## src/hw/rtl/cube_map_texel_address_top_assert.svh

```systemverilog
// Assertion macros shared by the cube map texel address RTL.
// Included by the top level, the only module that carries concurrent checks; no other dependencies.
`ifndef CUBE_MAP_TEXEL_ADDRESS_TOP_ASSERT_SVH
`define CUBE_MAP_TEXEL_ADDRESS_TOP_ASSERT_SVH

// Same-cycle implication, disabled while in reset.
`define CMTA_ASSERT_IMP(lbl, clk, rstn, ante, cons) \
    lbl: assert property (@(posedge clk) disable iff (!(rstn)) (ante) |-> (cons)) \
        else $error("cmta assertion failed");

// Next-cycle implication, disabled while in reset.
`define CMTA_ASSERT_NXT(lbl, clk, rstn, ante, cons) \
    lbl: assert property (@(posedge clk) disable iff (!(rstn)) (ante) |=> (cons)) \
        else $error("cmta assertion failed");

`endif

```

## src/hw/rtl/cmta_pkg.sv

```systemverilog
// Shared types and constants for the cube map texel address pipeline.
// No dependencies; used by every cmta module and the top level.
`timescale 1ns / 1ps
package cmta_pkg;

    localparam int MAX_FACE_SIDE_DEF  = 2048;
    localparam int COMPONENT_BITS_DEF = 16;

    localparam int CFG_IDX_W  = 4;
    localparam int CFG_DATA_W = 12;
    localparam int SIDE_RESET = 256;

    localparam int FACE_W  = 3;
    localparam int COL_W   = 11;
    localparam int ROW_W   = 11;
    localparam int INDEX_W = 22;
    localparam int OUT_TDATA_W = 48;

    typedef enum logic [CFG_IDX_W-1:0] {
        REG_FACE_WIDTH  = 4'd0,
        REG_FACE_HEIGHT = 4'd1
    } t_cfg_reg;

    typedef enum logic [FACE_W-1:0] {
        FACE_PX = 3'd0,
        FACE_NX = 3'd1,
        FACE_PY = 3'd2,
        FACE_NY = 3'd3,
        FACE_PZ = 3'd4,
        FACE_NZ = 3'd5
    } t_face;

    // Sideband that rides along with each item through the pipeline.
    typedef struct packed {
        t_face face;
        logic  zero;
    } t_item_info;

endpackage

```

## src/hw/rtl/cube_map_texel_address_top.sv

```systemverilog
// Throughput: one item per cycle while the output does not stall; the divider is fully
// pipelined, one quotient bit per stage. Items pass cmta_face_sel, cmta_div, cmta_index.
// Each stage holds its item while the stage after it is full, so stalls never drop or repeat.
// Reset (i_rst_n low, synchronous) empties all stages and sets both face sizes to 256.
// Depends on cmta_pkg, cmta_face_sel, cmta_div, cmta_index and the assertion header.
`timescale 1ns / 1ps
`include "cube_map_texel_address_top_assert.svh"
module cube_map_texel_address_top #(
    parameter int MAX_FACE_SIDE  = cmta_pkg::MAX_FACE_SIDE_DEF,
    parameter int COMPONENT_BITS = cmta_pkg::COMPONENT_BITS_DEF,
    localparam int IN_TDATA_W    = ((3 * COMPONENT_BITS + 7) / 8) * 8
) (
    input  logic                                i_clk,
    input  logic                                i_rst_n,
    // Configuration writes: index 0 face_width, 1 face_height; always ready.
    input  logic                                i_cfg_valid,
    output logic                                o_cfg_ready,
    input  logic [cmta_pkg::CFG_IDX_W-1:0]      i_cfg_index,
    input  logic [cmta_pkg::CFG_DATA_W-1:0]     i_cfg_data,
    // Input items.
    input  logic                                s_axis_tvalid,
    output logic                                s_axis_tready,
    // tdata, low bit up: dir_x, dir_y, dir_z (COMPONENT_BITS each), zero pad.
    input  logic [IN_TDATA_W-1:0]               s_axis_tdata,
    // Result items.
    output logic                                m_axis_tvalid,
    input  logic                                m_axis_tready,
    // tdata, low bit up: face_code(3), texel_col(11), texel_row(11), texel_index(22), pad.
    output logic [cmta_pkg::OUT_TDATA_W-1:0]    m_axis_tdata,
    // tuser: zero_direction.
    output logic                                m_axis_tuser
);

    localparam int CB = COMPONENT_BITS;
    localparam int QW = $clog2(MAX_FACE_SIDE);      // quotient bits: coordinate < side
    localparam int SW = $clog2(MAX_FACE_SIDE + 1);  // bits of an effective side
    localparam int NW = CB + QW;                    // scaled numerator bits

    logic [cmta_pkg::CFG_DATA_W-1:0] r_face_width, r_face_height;
    logic [SW-1:0] eff_w, eff_h;
    logic [QW-1:0] w_m1, h_m1;

    // Register writes; unknown indexes are dropped.
    always_ff @(posedge i_clk) begin
        if (!i_rst_n) begin
            r_face_width  <= cmta_pkg::CFG_DATA_W'(cmta_pkg::SIDE_RESET);
            r_face_height <= cmta_pkg::CFG_DATA_W'(cmta_pkg::SIDE_RESET);
        end else if (i_cfg_valid) begin
            case (i_cfg_index)
                cmta_pkg::REG_FACE_WIDTH:  r_face_width  <= i_cfg_data;
                cmta_pkg::REG_FACE_HEIGHT: r_face_height <= i_cfg_data;
                default: ;
            endcase
        end
    end
    assign o_cfg_ready = 1'b1;

    // Clamp the sizes: zero acts as one, anything above the maximum as the maximum.
    function automatic logic [SW-1:0] eff_side(input logic [cmta_pkg::CFG_DATA_W-1:0] v);
        logic [SW-1:0] s;
        if (v == '0) begin
            s = SW'(1);
        end else if (32'(v) > 32'(MAX_FACE_SIDE)) begin
            s = SW'(MAX_FACE_SIDE);
        end else begin
            s = SW'(v);
        end
        return s;
    endfunction

    assign eff_w = eff_side(r_face_width);
    assign eff_h = eff_side(r_face_height);
    assign w_m1  = QW'(eff_w - SW'(1));
    assign h_m1  = QW'(eff_h - SW'(1));

    // Stage wiring.
    logic                 fs_vld, fs_rdy;
    logic [NW-1:0]        fs_num_u, fs_num_v;
    logic [CB+1:0]        fs_den;
    cmta_pkg::t_item_info fs_info;
    logic                 dv_vld, dv_rdy;
    logic [QW-1:0]        dv_q_u, dv_q_v;
    cmta_pkg::t_item_info dv_info;

    logic [cmta_pkg::FACE_W-1:0]  out_face;
    logic [cmta_pkg::COL_W-1:0]   out_col;
    logic [cmta_pkg::ROW_W-1:0]   out_row;
    logic [cmta_pkg::INDEX_W-1:0] out_index;
    logic                         out_zero;

    // Face pick and numerator scaling.
    cmta_face_sel #(.CB(CB), .QW(QW), .NW(NW)) u_face_sel (
        .i_clk   (i_clk),
        .i_rst_n (i_rst_n),
        .i_vld   (s_axis_tvalid),
        .o_rdy   (s_axis_tready),
        .i_x     (s_axis_tdata[CB-1:0]),
        .i_y     (s_axis_tdata[2*CB-1:CB]),
        .i_z     (s_axis_tdata[3*CB-1:2*CB]),
        .i_w_m1  (w_m1),
        .i_h_m1  (h_m1),
        .o_vld   (fs_vld),
        .i_rdy   (fs_rdy),
        .o_num_u (fs_num_u),
        .o_num_v (fs_num_v),
        .o_den   (fs_den),
        .o_info  (fs_info)
    );

    // Divide both scaled numerators by twice the major magnitude.
    cmta_div #(.CB(CB), .QW(QW), .NW(NW)) u_div (
        .i_clk   (i_clk),
        .i_rst_n (i_rst_n),
        .i_vld   (fs_vld),
        .o_rdy   (fs_rdy),
        .i_num_u (fs_num_u),
        .i_num_v (fs_num_v),
        .i_den   (fs_den),
        .i_info  (fs_info),
        .o_vld   (dv_vld),
        .i_rdy   (dv_rdy),
        .o_q_u   (dv_q_u),
        .o_q_v   (dv_q_v),
        .o_info  (dv_info)
    );

    // Linear index and output register.
    cmta_index #(.QW(QW), .SW(SW)) u_index (
        .i_clk   (i_clk),
        .i_rst_n (i_rst_n),
        .i_vld   (dv_vld),
        .o_rdy   (dv_rdy),
        .i_col   (dv_q_u),
        .i_row   (dv_q_v),
        .i_info  (dv_info),
        .i_width (eff_w),
        .o_vld   (m_axis_tvalid),
        .i_rdy   (m_axis_tready),
        .o_face  (out_face),
        .o_col   (out_col),
        .o_row   (out_row),
        .o_index (out_index),
        .o_zero  (out_zero)
    );

    assign m_axis_tdata = {1'b0, out_index, out_row, out_col, out_face};
    assign m_axis_tuser = out_zero;

    // A zero direction leaves every coordinate field at zero.
    `CMTA_ASSERT_IMP(a_zero_fields, i_clk, i_rst_n, m_axis_tvalid && m_axis_tuser, out_face == cmta_pkg::FACE_PX && out_col == '0 && out_row == '0 && out_index == '0)
    // Rounded coordinates never leave the face.
    `CMTA_ASSERT_IMP(a_col_range, i_clk, i_rst_n, m_axis_tvalid, 32'(out_col) < 32'(eff_w))
    `CMTA_ASSERT_IMP(a_row_range, i_clk, i_rst_n, m_axis_tvalid, 32'(out_row) < 32'(eff_h))
    // A result held under backpressure stays valid in the next cycle.
    `CMTA_ASSERT_NXT(a_out_hold, i_clk, i_rst_n, m_axis_tvalid && !m_axis_tready, m_axis_tvalid)

endmodule

```

## src/hw/rtl/cmta_face_sel.sv

```systemverilog
// Face selection, projection and numerator scaling: two pipeline stages.
// Depends on cmta_pkg.
`timescale 1ns / 1ps
module cmta_face_sel #(
    parameter int CB = cmta_pkg::COMPONENT_BITS_DEF,
    parameter int QW = 11,
    parameter int NW = CB + QW
) (
    input  logic                    i_clk,
    input  logic                    i_rst_n,
    input  logic                    i_vld,
    output logic                    o_rdy,
    input  logic signed [CB-1:0]    i_x,
    input  logic signed [CB-1:0]    i_y,
    input  logic signed [CB-1:0]    i_z,
    input  logic [QW-1:0]           i_w_m1,
    input  logic [QW-1:0]           i_h_m1,
    output logic                    o_vld,
    input  logic                    i_rdy,
    output logic [NW-1:0]           o_num_u,
    output logic [NW-1:0]           o_num_v,
    output logic [CB+1:0]           o_den,
    output cmta_pkg::t_item_info    o_info
);

    logic signed [CB+1:0] x, y, z, nu, nv, ms_x, ms_y, ms_z, su_s, sv_s;
    logic [CB:0] ax, ay, az, a;
    cmta_pkg::t_item_info info_a;
    logic rdy_a, rdy_b;

    logic                 r_va, r_vb;
    logic [CB:0]          r_su, r_sv;
    logic [CB:0]          r_a;
    cmta_pkg::t_item_info r_info_a, r_info_b;
    logic [NW-1:0]        r_num_u, r_num_v;
    logic [CB+1:0]        r_den;
    logic [NW:0]          prod_u, prod_v;

    always_comb begin
        x = (CB+2)'(i_x);
        y = (CB+2)'(i_y);
        z = (CB+2)'(i_z);
        ms_x = x[CB+1] ? -x : x;
        ms_y = y[CB+1] ? -y : y;
        ms_z = z[CB+1] ? -z : z;
        // Magnitudes keep one extra bit so the most negative value stays exact.
        ax = ms_x[CB:0];
        ay = ms_y[CB:0];
        az = ms_z[CB:0];
        info_a.zero = 1'b0;
        if (ax == '0 && ay == '0 && az == '0) begin
            // Divisor of 2 and n + a of zero give zero coordinates.
            a = (CB+1)'(1);
            nu = -(CB+2)'(1);
            nv = -(CB+2)'(1);
            info_a.face = cmta_pkg::FACE_PX;
            info_a.zero = 1'b1;
        end else if (ax >= ay && ax >= az) begin
            a = ax;
            nv = -y;
            if (!x[CB+1]) begin
                info_a.face = cmta_pkg::FACE_PX;
                nu = z;
            end else begin
                info_a.face = cmta_pkg::FACE_NX;
                nu = -z;
            end
        end else if (ay >= az) begin
            a = ay;
            nu = x;
            if (!y[CB+1]) begin
                info_a.face = cmta_pkg::FACE_PY;
                nv = -z;
            end else begin
                info_a.face = cmta_pkg::FACE_NY;
                nv = z;
            end
        end else begin
            a = az;
            nv = -y;
            if (!z[CB+1]) begin
                info_a.face = cmta_pkg::FACE_NZ;
                nu = -x;
            end else begin
                info_a.face = cmta_pkg::FACE_PZ;
                nu = x;
            end
        end
        su_s = nu + (CB+2)'(a);
        sv_s = nv + (CB+2)'(a);
    end

    assign rdy_b = !r_vb || i_rdy;
    assign rdy_a = !r_va || rdy_b;
    assign o_rdy = rdy_a;

    always_ff @(posedge i_clk) begin
        if (!i_rst_n) begin
            r_va <= 1'b0;
        end else if (rdy_a) begin
            r_va <= i_vld;
        end
    end

    always_ff @(posedge i_clk) begin
        if (rdy_a && i_vld) begin
            r_su     <= su_s[CB:0];
            r_sv     <= sv_s[CB:0];
            r_a      <= a;
            r_info_a <= info_a;
        end
    end

    // (n + a) * (side - 1) + a, the rounding bias of half the divisor.
    assign prod_u = (NW+1)'(r_su) * (NW+1)'(i_w_m1) + (NW+1)'(r_a);
    assign prod_v = (NW+1)'(r_sv) * (NW+1)'(i_h_m1) + (NW+1)'(r_a);

    always_ff @(posedge i_clk) begin
        if (!i_rst_n) begin
            r_vb <= 1'b0;
        end else if (rdy_b) begin
            r_vb <= r_va;
        end
    end

    always_ff @(posedge i_clk) begin
        if (rdy_b && r_va) begin
            r_num_u  <= prod_u[NW-1:0];
            r_num_v  <= prod_v[NW-1:0];
            r_den    <= {r_a, 1'b0};
            r_info_b <= r_info_a;
        end
    end

    assign o_vld   = r_vb;
    assign o_num_u = r_num_u;
    assign o_num_v = r_num_v;
    assign o_den   = r_den;
    assign o_info  = r_info_b;

endmodule

```

## src/hw/rtl/cmta_div.sv

```systemverilog
// Pipelined restoring divider, one quotient bit per stage, two lanes sharing a divisor.
// Depends on cmta_pkg.
`timescale 1ns / 1ps
module cmta_div #(
    parameter int CB = cmta_pkg::COMPONENT_BITS_DEF,
    parameter int QW = 11,
    parameter int NW = CB + QW
) (
    input  logic                    i_clk,
    input  logic                    i_rst_n,
    input  logic                    i_vld,
    output logic                    o_rdy,
    input  logic [NW-1:0]           i_num_u,
    input  logic [NW-1:0]           i_num_v,
    input  logic [CB+1:0]           i_den,
    input  cmta_pkg::t_item_info    i_info,
    output logic                    o_vld,
    input  logic                    i_rdy,
    output logic [QW-1:0]           o_q_u,
    output logic [QW-1:0]           o_q_v,
    output cmta_pkg::t_item_info    o_info
);

    // Index k holds what enters stage k; index QW is the last stage's output.
    logic                 v   [QW+1];
    logic                 rdy [QW+1];
    logic [NW-1:0]        ru  [QW+1];
    logic [NW-1:0]        rv  [QW+1];
    logic [QW-1:0]        qu  [QW+1];
    logic [QW-1:0]        qv  [QW+1];
    logic [CB+1:0]        dn  [QW+1];
    cmta_pkg::t_item_info inf [QW+1];

    assign v[0]   = i_vld;
    assign ru[0]  = i_num_u;
    assign rv[0]  = i_num_v;
    assign qu[0]  = '0;
    assign qv[0]  = '0;
    assign dn[0]  = i_den;
    assign inf[0] = i_info;
    assign o_rdy  = rdy[0];
    assign rdy[QW] = i_rdy;

    for (genvar k = 0; k < QW; k++) begin : g_stage
        localparam int BIT = QW - 1 - k;
        logic                 r_v;
        logic [NW-1:0]        r_ru, r_rv;
        logic [QW-1:0]        r_qu, r_qv;
        logic [CB+1:0]        r_dn;
        cmta_pkg::t_item_info r_inf;
        logic [NW:0]          sh, du, dv;
        logic [NW-1:0]        n_ru, n_rv;
        logic [QW-1:0]        n_qu, n_qv;

        always_comb begin
            sh   = (NW+1)'(dn[k]) << BIT;
            du   = (NW+1)'(ru[k]) - sh;
            dv   = (NW+1)'(rv[k]) - sh;
            n_ru = ru[k];
            n_rv = rv[k];
            n_qu = qu[k];
            n_qv = qv[k];
            if (!du[NW]) begin
                n_ru      = du[NW-1:0];
                n_qu[BIT] = 1'b1;
            end
            if (!dv[NW]) begin
                n_rv      = dv[NW-1:0];
                n_qv[BIT] = 1'b1;
            end
        end

        assign rdy[k] = !r_v || rdy[k+1];

        always_ff @(posedge i_clk) begin
            if (!i_rst_n) begin
                r_v <= 1'b0;
            end else if (rdy[k]) begin
                r_v <= v[k];
            end
        end

        always_ff @(posedge i_clk) begin
            if (rdy[k] && v[k]) begin
                r_ru  <= n_ru;
                r_rv  <= n_rv;
                r_qu  <= n_qu;
                r_qv  <= n_qv;
                r_dn  <= dn[k];
                r_inf <= inf[k];
            end
        end

        assign v[k+1]   = r_v;
        assign ru[k+1]  = r_ru;
        assign rv[k+1]  = r_rv;
        assign qu[k+1]  = r_qu;
        assign qv[k+1]  = r_qv;
        assign dn[k+1]  = r_dn;
        assign inf[k+1] = r_inf;
    end

    assign o_vld  = v[QW];
    assign o_q_u  = qu[QW];
    assign o_q_v  = qv[QW];
    assign o_info = inf[QW];

endmodule

```

## src/hw/rtl/cmta_index.sv

```systemverilog
// Linear texel index (column + row * width) and output register, two stages.
// Depends on cmta_pkg.
`timescale 1ns / 1ps
module cmta_index #(
    parameter int QW = 11,
    parameter int SW = 12
) (
    input  logic                             i_clk,
    input  logic                             i_rst_n,
    input  logic                             i_vld,
    output logic                             o_rdy,
    input  logic [QW-1:0]                    i_col,
    input  logic [QW-1:0]                    i_row,
    input  cmta_pkg::t_item_info             i_info,
    input  logic [SW-1:0]                    i_width,
    output logic                             o_vld,
    input  logic                             i_rdy,
    output logic [cmta_pkg::FACE_W-1:0]      o_face,
    output logic [cmta_pkg::COL_W-1:0]       o_col,
    output logic [cmta_pkg::ROW_W-1:0]       o_row,
    output logic [cmta_pkg::INDEX_W-1:0]     o_index,
    output logic                             o_zero
);

    logic                  rdy_c, rdy_d;
    logic                  r_vc, r_vd;
    logic [QW+SW-1:0]      r_prod;
    logic [QW-1:0]         r_col_c, r_row_c;
    cmta_pkg::t_item_info  r_info_c;
    logic [QW+SW:0]        sum;

    logic [cmta_pkg::FACE_W-1:0]  r_face;
    logic [cmta_pkg::COL_W-1:0]   r_col;
    logic [cmta_pkg::ROW_W-1:0]   r_row;
    logic [cmta_pkg::INDEX_W-1:0] r_index;
    logic                         r_zero;

    assign rdy_d = !r_vd || i_rdy;
    assign rdy_c = !r_vc || rdy_d;
    assign o_rdy = rdy_c;

    always_ff @(posedge i_clk) begin
        if (!i_rst_n) begin
            r_vc <= 1'b0;
            r_vd <= 1'b0;
        end else begin
            if (rdy_c) begin
                r_vc <= i_vld;
            end
            if (rdy_d) begin
                r_vd <= r_vc;
            end
        end
    end

    always_ff @(posedge i_clk) begin
        if (rdy_c && i_vld) begin
            r_prod   <= (QW+SW)'(i_row) * (QW+SW)'(i_width);
            r_col_c  <= i_col;
            r_row_c  <= i_row;
            r_info_c <= i_info;
        end
    end

    assign sum = (QW+SW+1)'(r_prod) + (QW+SW+1)'(r_col_c);

    always_ff @(posedge i_clk) begin
        if (rdy_d && r_vc) begin
            r_face  <= r_info_c.face;
            r_col   <= cmta_pkg::COL_W'(r_col_c);
            r_row   <= cmta_pkg::ROW_W'(r_row_c);
            r_index <= cmta_pkg::INDEX_W'(sum);
            r_zero  <= r_info_c.zero;
        end
    end

    assign o_vld   = r_vd;
    assign o_face  = r_face;
    assign o_col   = r_col;
    assign o_row   = r_row;
    assign o_index = r_index;
    assign o_zero  = r_zero;

endmodule

```

## config.mk

```make
export PLATFORM = sky130hd
export DESIGN_NAME = cube_map_texel_address_top
export DESIGN_NICKNAME = d
export VERILOG_FILES = /design/src/hw/rtl/cmta_pkg.sv /design/src/hw/rtl/cube_map_texel_address_top.sv /design/src/hw/rtl/cmta_face_sel.sv /design/src/hw/rtl/cmta_div.sv /design/src/hw/rtl/cmta_index.sv
export VERILOG_INCLUDE_DIRS = /design/src /design/src/hw/rtl
export SDC_FILE = /design/constraint.sdc
export NUM_CORES = 2
export LEC_CHECK = 0
export BUFFER_PORTS_ARGS = -buffer_cell sky130_fd_sc_hd__clkbuf_2
export CAP_MARGIN = 20
export CORE_ASPECT_RATIO = 1.2
export CORE_MARGIN = 2
export CORE_UTILIZATION = 38
export DETAILED_ROUTE_END_ITERATION = 10
export SYNTH_ARGS = -nofsm -noshare
export SYNTH_HDL_FRONTEND = slang
export SYNTH_SLANG_ARGS = --single-unit
```

## constraint.sdc

```tcl
create_clock -name i_clk -period 12.11 [get_ports i_clk]
set_input_delay 1.8165 -clock i_clk [delete_from_list [all_inputs] [get_ports i_clk]]
set_output_delay 1.8165 -clock i_clk [all_outputs]
set_load 0.01 [all_outputs]
```

---- Yosys cells after proc, flatten, opt, wreduce, memory -nomap -nowiden ----
Index checks and enable logic that the tools add are counted.
cells by class
  add/sub/neg operators ................... 32
  multiply operators ...................... 3
  $lt $le $gt $ge ......................... 5
  equal/unequal tests ..................... 1
  muxes and demuxes ....................... 47
  reductions and logical operators ........ 56
operator list
  operator              count
  $mux 27               20
  $mux 17               15
  $sub 27x18->28        2
  $sub 27x19->28        2
  $sub 27x20->28        2
  $sub 27x21->28        2
  $sub 27x22->28        2
  $sub 27x23->28        2
  $sub 27x24->28        2
  $sub 27x25->28        2
  $sub 27x26->28        2
  $sub 27x27->28        2
  $sub 27x28->28        2
  $add 27x17->27        2
  $mul 17x11->27        2
  $ge 17x17->1          3
  $logic_not 17->1      3
  $neg 16->17           3
  $add 17x17->17        2
  $gt 12x12->1 const B  2
  $logic_not 12->1      2
  $mux 12               2
  $add 22x11->22        1
  $mul 11x12->22        1
  10 further kinds      64
storage, ports and cells
  bits in registers ....................... 1151
  input bits .............................. 69
  output and inout port bits .............. 52
  logic and storage cells ................. 275

---- Depth between registers and ports, before layout ----
  word-level depth ........................ 17
  mapped depth ............................ 34
  gate-level depth less buffers ........... 32

---- By module ----
From an unflattened synthesis, not the netlist that was laid out.
second synthesis, totals
  cell total of the unflattened synthesis .. 7580
  area total of the unflattened synthesis .. 81863.5 um^2
modules (own cells, without submodules)
  module                      instances  cells an instance  area each (um^2)
  cmta_div                    1          4256               50339.5
  cmta_face_sel               1          2427               21998.6
  cmta_index                  1          696                7911.3
  cube_map_texel_address_top  1          201                1614.0

---- Least setup slack after synthesis ----
No wires, ideal clock.
  kind .................................... in2reg
  from .................................... input m_axis_tready
  to ...................................... register u_div.g_stage[9].r_dn[10] (enable)
  setup time .............................. 687 ps
  data arrival time ....................... 8855 ps
  path slack .............................. 2568 ps
  stages on the path ...................... 3
  cells stage by stage .................... nor2b_1 and3_1 a21boi_0
on the way
  longest elaborated chain between the ends .. 5
ends and longest elaborated chain
  item                           RTL line                          RTL
  from (decl)                    cube_map_texel_address_top.sv:27  input logic m_axis_tready,
  $logic_or 1x1->1               cmta_index.sv:38                  assign rdy_d = !r_vd || i_rdy;
  $logic_or 1x1->1               cmta_index.sv:39                  assign rdy_c = !r_vc || rdy_d;
  $logic_or 1x1->1 (2 in a row)  cmta_div.sv:73                    assign rdy[k] = !r_v || rdy[k+1];
  $logic_and 1x1->1              cmta_div.sv:84                    if (rdy[k] && v[k]) begin
  to (signal assigned)           cmta_div.sv:89                    r_dn <= dn[k];
  to (decl)                      cmta_div.sv:49                    logic [CB+1:0] r_dn;
No other way between the ends.
A chain may end at the register's enable or synchronous reset.

---- Worst setup path in the final report ----
  from .................................... input s_axis_tdata[32]
  to ...................................... register u_face_sel.r_su[16], data pin
on the way
  longest elaborated chain between the ends .. 7
ends and longest elaborated chain
  item                                                 RTL line                                  RTL
  from (decl)                                          cube_map_texel_address_top.sv:24          input logic [IN_TDATA_W-1:0] s_axis_tdata,
  $neg 16->17                                          cmta_face_sel.sv:45                       ms_z = z[CB+1] ? -z : z;
  $mux 17 *                                            cmta_face_sel.sv:45
  $ge 17x17->1 (on tied branches)                      cmta_face_sel.sv:68, cmta_face_sel.sv:58
  $mux 17 / $logic_and 1x1->1 (equally long branches)  cmta_face_sel.sv:68, cmta_face_sel.sv:58
  $mux 17                                              cmta_face_sel.sv:58                       end else if (ax >= ay && ax >= az) begin
  $mux 17 *                                            cmta_face_sel.sv:51                       if (ax == '0 && ay == '0 && az == '0) begin
  named net u_face_sel.a[2]                            cmta_face_sel.sv:27                       logic [CB:0] ax, ay, az, a;
  $add 17x17->17 *                                     cmta_face_sel.sv:89                       su_s = nu + (CB+2)'(a);
  named net u_face_sel.su_s[16]                        cmta_face_sel.sv:26                       logic signed [CB+1:0] x, y, z, nu, nv, ms_x, ms_y, ms_z, su_s, sv_s;
  to (signal assigned)                                 cmta_face_sel.sv:107                      r_su <= su_s[CB:0];
  to (decl)                                            cmta_face_sel.sv:32                       logic [CB:0] r_su, r_sv;
The timed path passes the listed nets; every way through them passes the cells marked *.

==> flow_summary.ini <==
[placed_design]
dp_hpwl_mm = 155
io_buffers = 118
finalWeightedCongestion = 0.934

[critical_path]
path_max_fanout = 11
crit_buf_inv = 3
setup.worst_path.start = s_axis_tdata[32]
arrival_ps = 9440
crit_slowest_cell = nor3b_1
end_kind = flop
cp_top_family = compound AO/OA/AOI/OAI gates
r2r-start = r_face_width[8]
worstSetupPathType = primary input to flop
required_ps = 12630
slowest_delay_ps = 770
start_kind = primary input

[yosys]
yosysWarnings = 0
synthesis.instances = 7231
syn_area_um2 = 78100
postSynth.asyncResetShare_pct = 0
avgSynthCellArea_um2 = 10.8
syn_nets = 8368
ys.flop_type = edfxtp_1
seq_area_frac_synth_pct = 42.9
synth_edf_count = 1090
synth_cell_type_count = 92
ys_ff_latch = 1129

[timing]
rsz0062_at_grt = no
fin_crit_ps = 8920
tightestPinTransition_ps = 1210
slew_violations = 0
fmax_mhz = 112
fin_skew_ps = 62.2
finalCritPeriodShare_pct = 73.6
slew_headroom_pct = 19.6
hold_viol = 0
finalSetupViolCount = 0
setup_tns_ps = 0

[worst_hold_path]
worst_hold_startpoint = u_div.g_stage[4].r_rv[3]
worstHoldPathType = flop to flop

[floorplan]
core-area_um2 = 205000
die-area_um2 = 209000
dieWidth_um = 418
rows = 182
start_util_pct = 38.2
pin_count = 121
die_y_um = 501

[global_route]
grt.total_usage_pct = 18.2
top_usage_layer = met2
overflow = 0
grt_pass1_wl_mm = 298
grt_util_met1_pct = 19.1
grt_max_degree = 70
grt_pass1_vias = 54200
grt_antenna_before_repair = 4
use_met2_pct = 34.8
met3_usage_pct = 1.82

[clock_network]
clkSinkCount = 1129
cts_buffers = 114
cts_hold_buf = 0
clk_latency_ps = 780
cts_buffer_depth = 3
ctsResizeCount = 0
root_buffer = clkbuf_16
post_cts_buffers = 0
clk_pin_slew_ps = 60
cts_max_level = 3
cts_tree = done

[layout]
area_delta_synth_final_pct = 10.1
final_layout_size_suffix_gt1_share_pct = 7.89
regArea_um2 = 33500
multi_input_area_um2 = 40800
final_util_pct = 42.0
num-fill-cells = 19300
layout_commonest_cell = edfxtp_1
fin_nets = 8488
final_cell_mix = 1090 x edfxtp_1, 855 x inv_1, 676 x nand2_1

[route]
dr.pass1.iters = 5
vias_per_cell = 5.12
drtIter0Drc = 2430
drc = 0
via_count = 51800
routed_wl_mm = 191
final_antenna_net_count = 0
wl_per_cell_um = 18.9

[run_status]
status = completed

[flow_run]
drv_cap = 0
## state kept, by name, summed over array words and instances (netlist names), 10 cells and up
name and flops:
u_index.r_row_c 11, u_index.o_row 11, u_div.g_stage.r_ru 260, u_div.g_stage.r_inf 40, u_face_sel.r_sv 17, u_div.o_q_u 11, u_face_sel.o_num_u 26, u_index.r_prod 22
r_face_width 12, u_face_sel.r_su 17, u_face_sel.o_num_v 26, u_div.g_stage.r_v 10, u_index.r_col_c 11, u_div.o_q_v 11, u_face_sel.o_den 17, u_div.g_stage.r_qv 55
u_div.g_stage.r_rv 260, u_face_sel.r_a 17, u_div.g_stage.r_dn 170, r_face_height 12, u_div.g_stage.r_qu 55, u_index.o_index 22, u_index.o_col 11
## worst register-to-register path: cells and delay by family (launching register included)
family          cells  cell delay, ps
buf+inv             6            1260
flops               1             330
simple gates        6             920
compound gates      9            2000
fa+ha+maj           7            3470
xor+xnor            2             260
## per-layer routing
layer  wire, µm  vias to the layer above
met2     102000                      954
met3       5410                      400
met1      71800                    25200
met5         30                        -
met4      12200                        4
li1           -                    25300
## cell type report
class / count / share of cell area, %
Inverter: 861 / 3.76
Antenna cell: 4 / 0.0116
Timing Repair Buffer: 192 / 1.33
Tap cell: 2668 / 3.88
Clock buffer: 127 / 3.42
Multi-Input combinational cell: 5053 / 47.5
Sequential cell: 1129 / 38.9
Clock inverter: 88 / 1.19
## worst paths after layout
kind | depth (start not counted) | end | slack (ps)
worst min register to register | 0 | u_div.g_stage[5].r_rv[3] | 370
worst max register to register | 30 | u_face_sel.o_num_u[26] | 3620
worst min-delay path | 0 | u_div.g_stage[5].r_rv[3] | 370
worst max-delay path | 28 | u_face_sel.r_su[16] | 3190
## cell usage after synthesis, drive strengths merged, types with 24 or more instances
| cell type | count | area share [%] |
|---|---|---|
| o21ai | 362 | 2.3 |
| nor2 | 405 | 1.9 |
| mux2i | 65 | 0.83 |
| nand2 | 677 | 3.3 |
| o21a | 100 | 0.96 |
| and3 | 34 | 0.27 |
| a31oi | 30 | 0.24 |
| xor2 | 196 | 2.2 |
| and2 | 206 | 1.6 |
| mux2 | 135 | 1.9 |
| a21o | 107 | 1.0 |
| a211oi | 36 | 0.35 |
| xnor2 | 305 | 3.4 |
| a21oi | 388 | 2.5 |
| buf | 25 | 0.17 |
| inv | 858 | 4.1 |
| nand2b | 135 | 1.1 |
| nor3 | 125 | 0.80 |
| ha | 657 | 11 |
| clkbuf | 163 | 0.78 |
| dfxtp | 39 | 1.0 |
| nand3 | 89 | 0.57 |
| a21boi | 28 | 0.27 |
| or3 | 49 | 0.41 |
| fa | 411 | 11 |
| nor4 | 43 | 0.34 |
| o21bai | 24 | 0.23 |
| nor2b | 135 | 1.1 |
| edfxtp | 1090 | 42 |
| o31ai | 40 | 0.40 |
| o211ai | 39 | 0.39 |
## cell families (layout without fill, tap and decap cells)
group / count (synthesis) / count (layout) / synth area share (%)
AO/OA/AOI/OAI: 1288 / 1288 / 10.2
XOR/XNOR: 501 / 501 / 5.63
adder cells (fa/ha/maj): 1068 / 1068 / 21.0
buffers and inverters: 1049 / 1268 / 5.09
flip-flops: 1129 / 1129 / 42.9
multiplexers: 200 / 200 / 2.78
other: 2 / 6 / 0.00961
AND/OR/NAND/NOR: 1994 / 1994 / 12.3
## through the flow
stage | cells | instance area [µm²] | worst slack [ps] | hold WS [ps]
CTS | 10100 | 86000 | 3260 | 358
detailed placement | 9903 | 82100 | 2480 | 405
finish | 10100 | 86000 | 3190 | 371
global route | 10100 | 86000 | 2650 | 369
global placement | 9899 | 82000 | 2530 | 402
floorplan | 7231 | 78100 | 2570 | 400
Power is left out: the tool's default activity adds up to more than one toggle a clock period on the data nets, which glitch-free logic cannot reach.
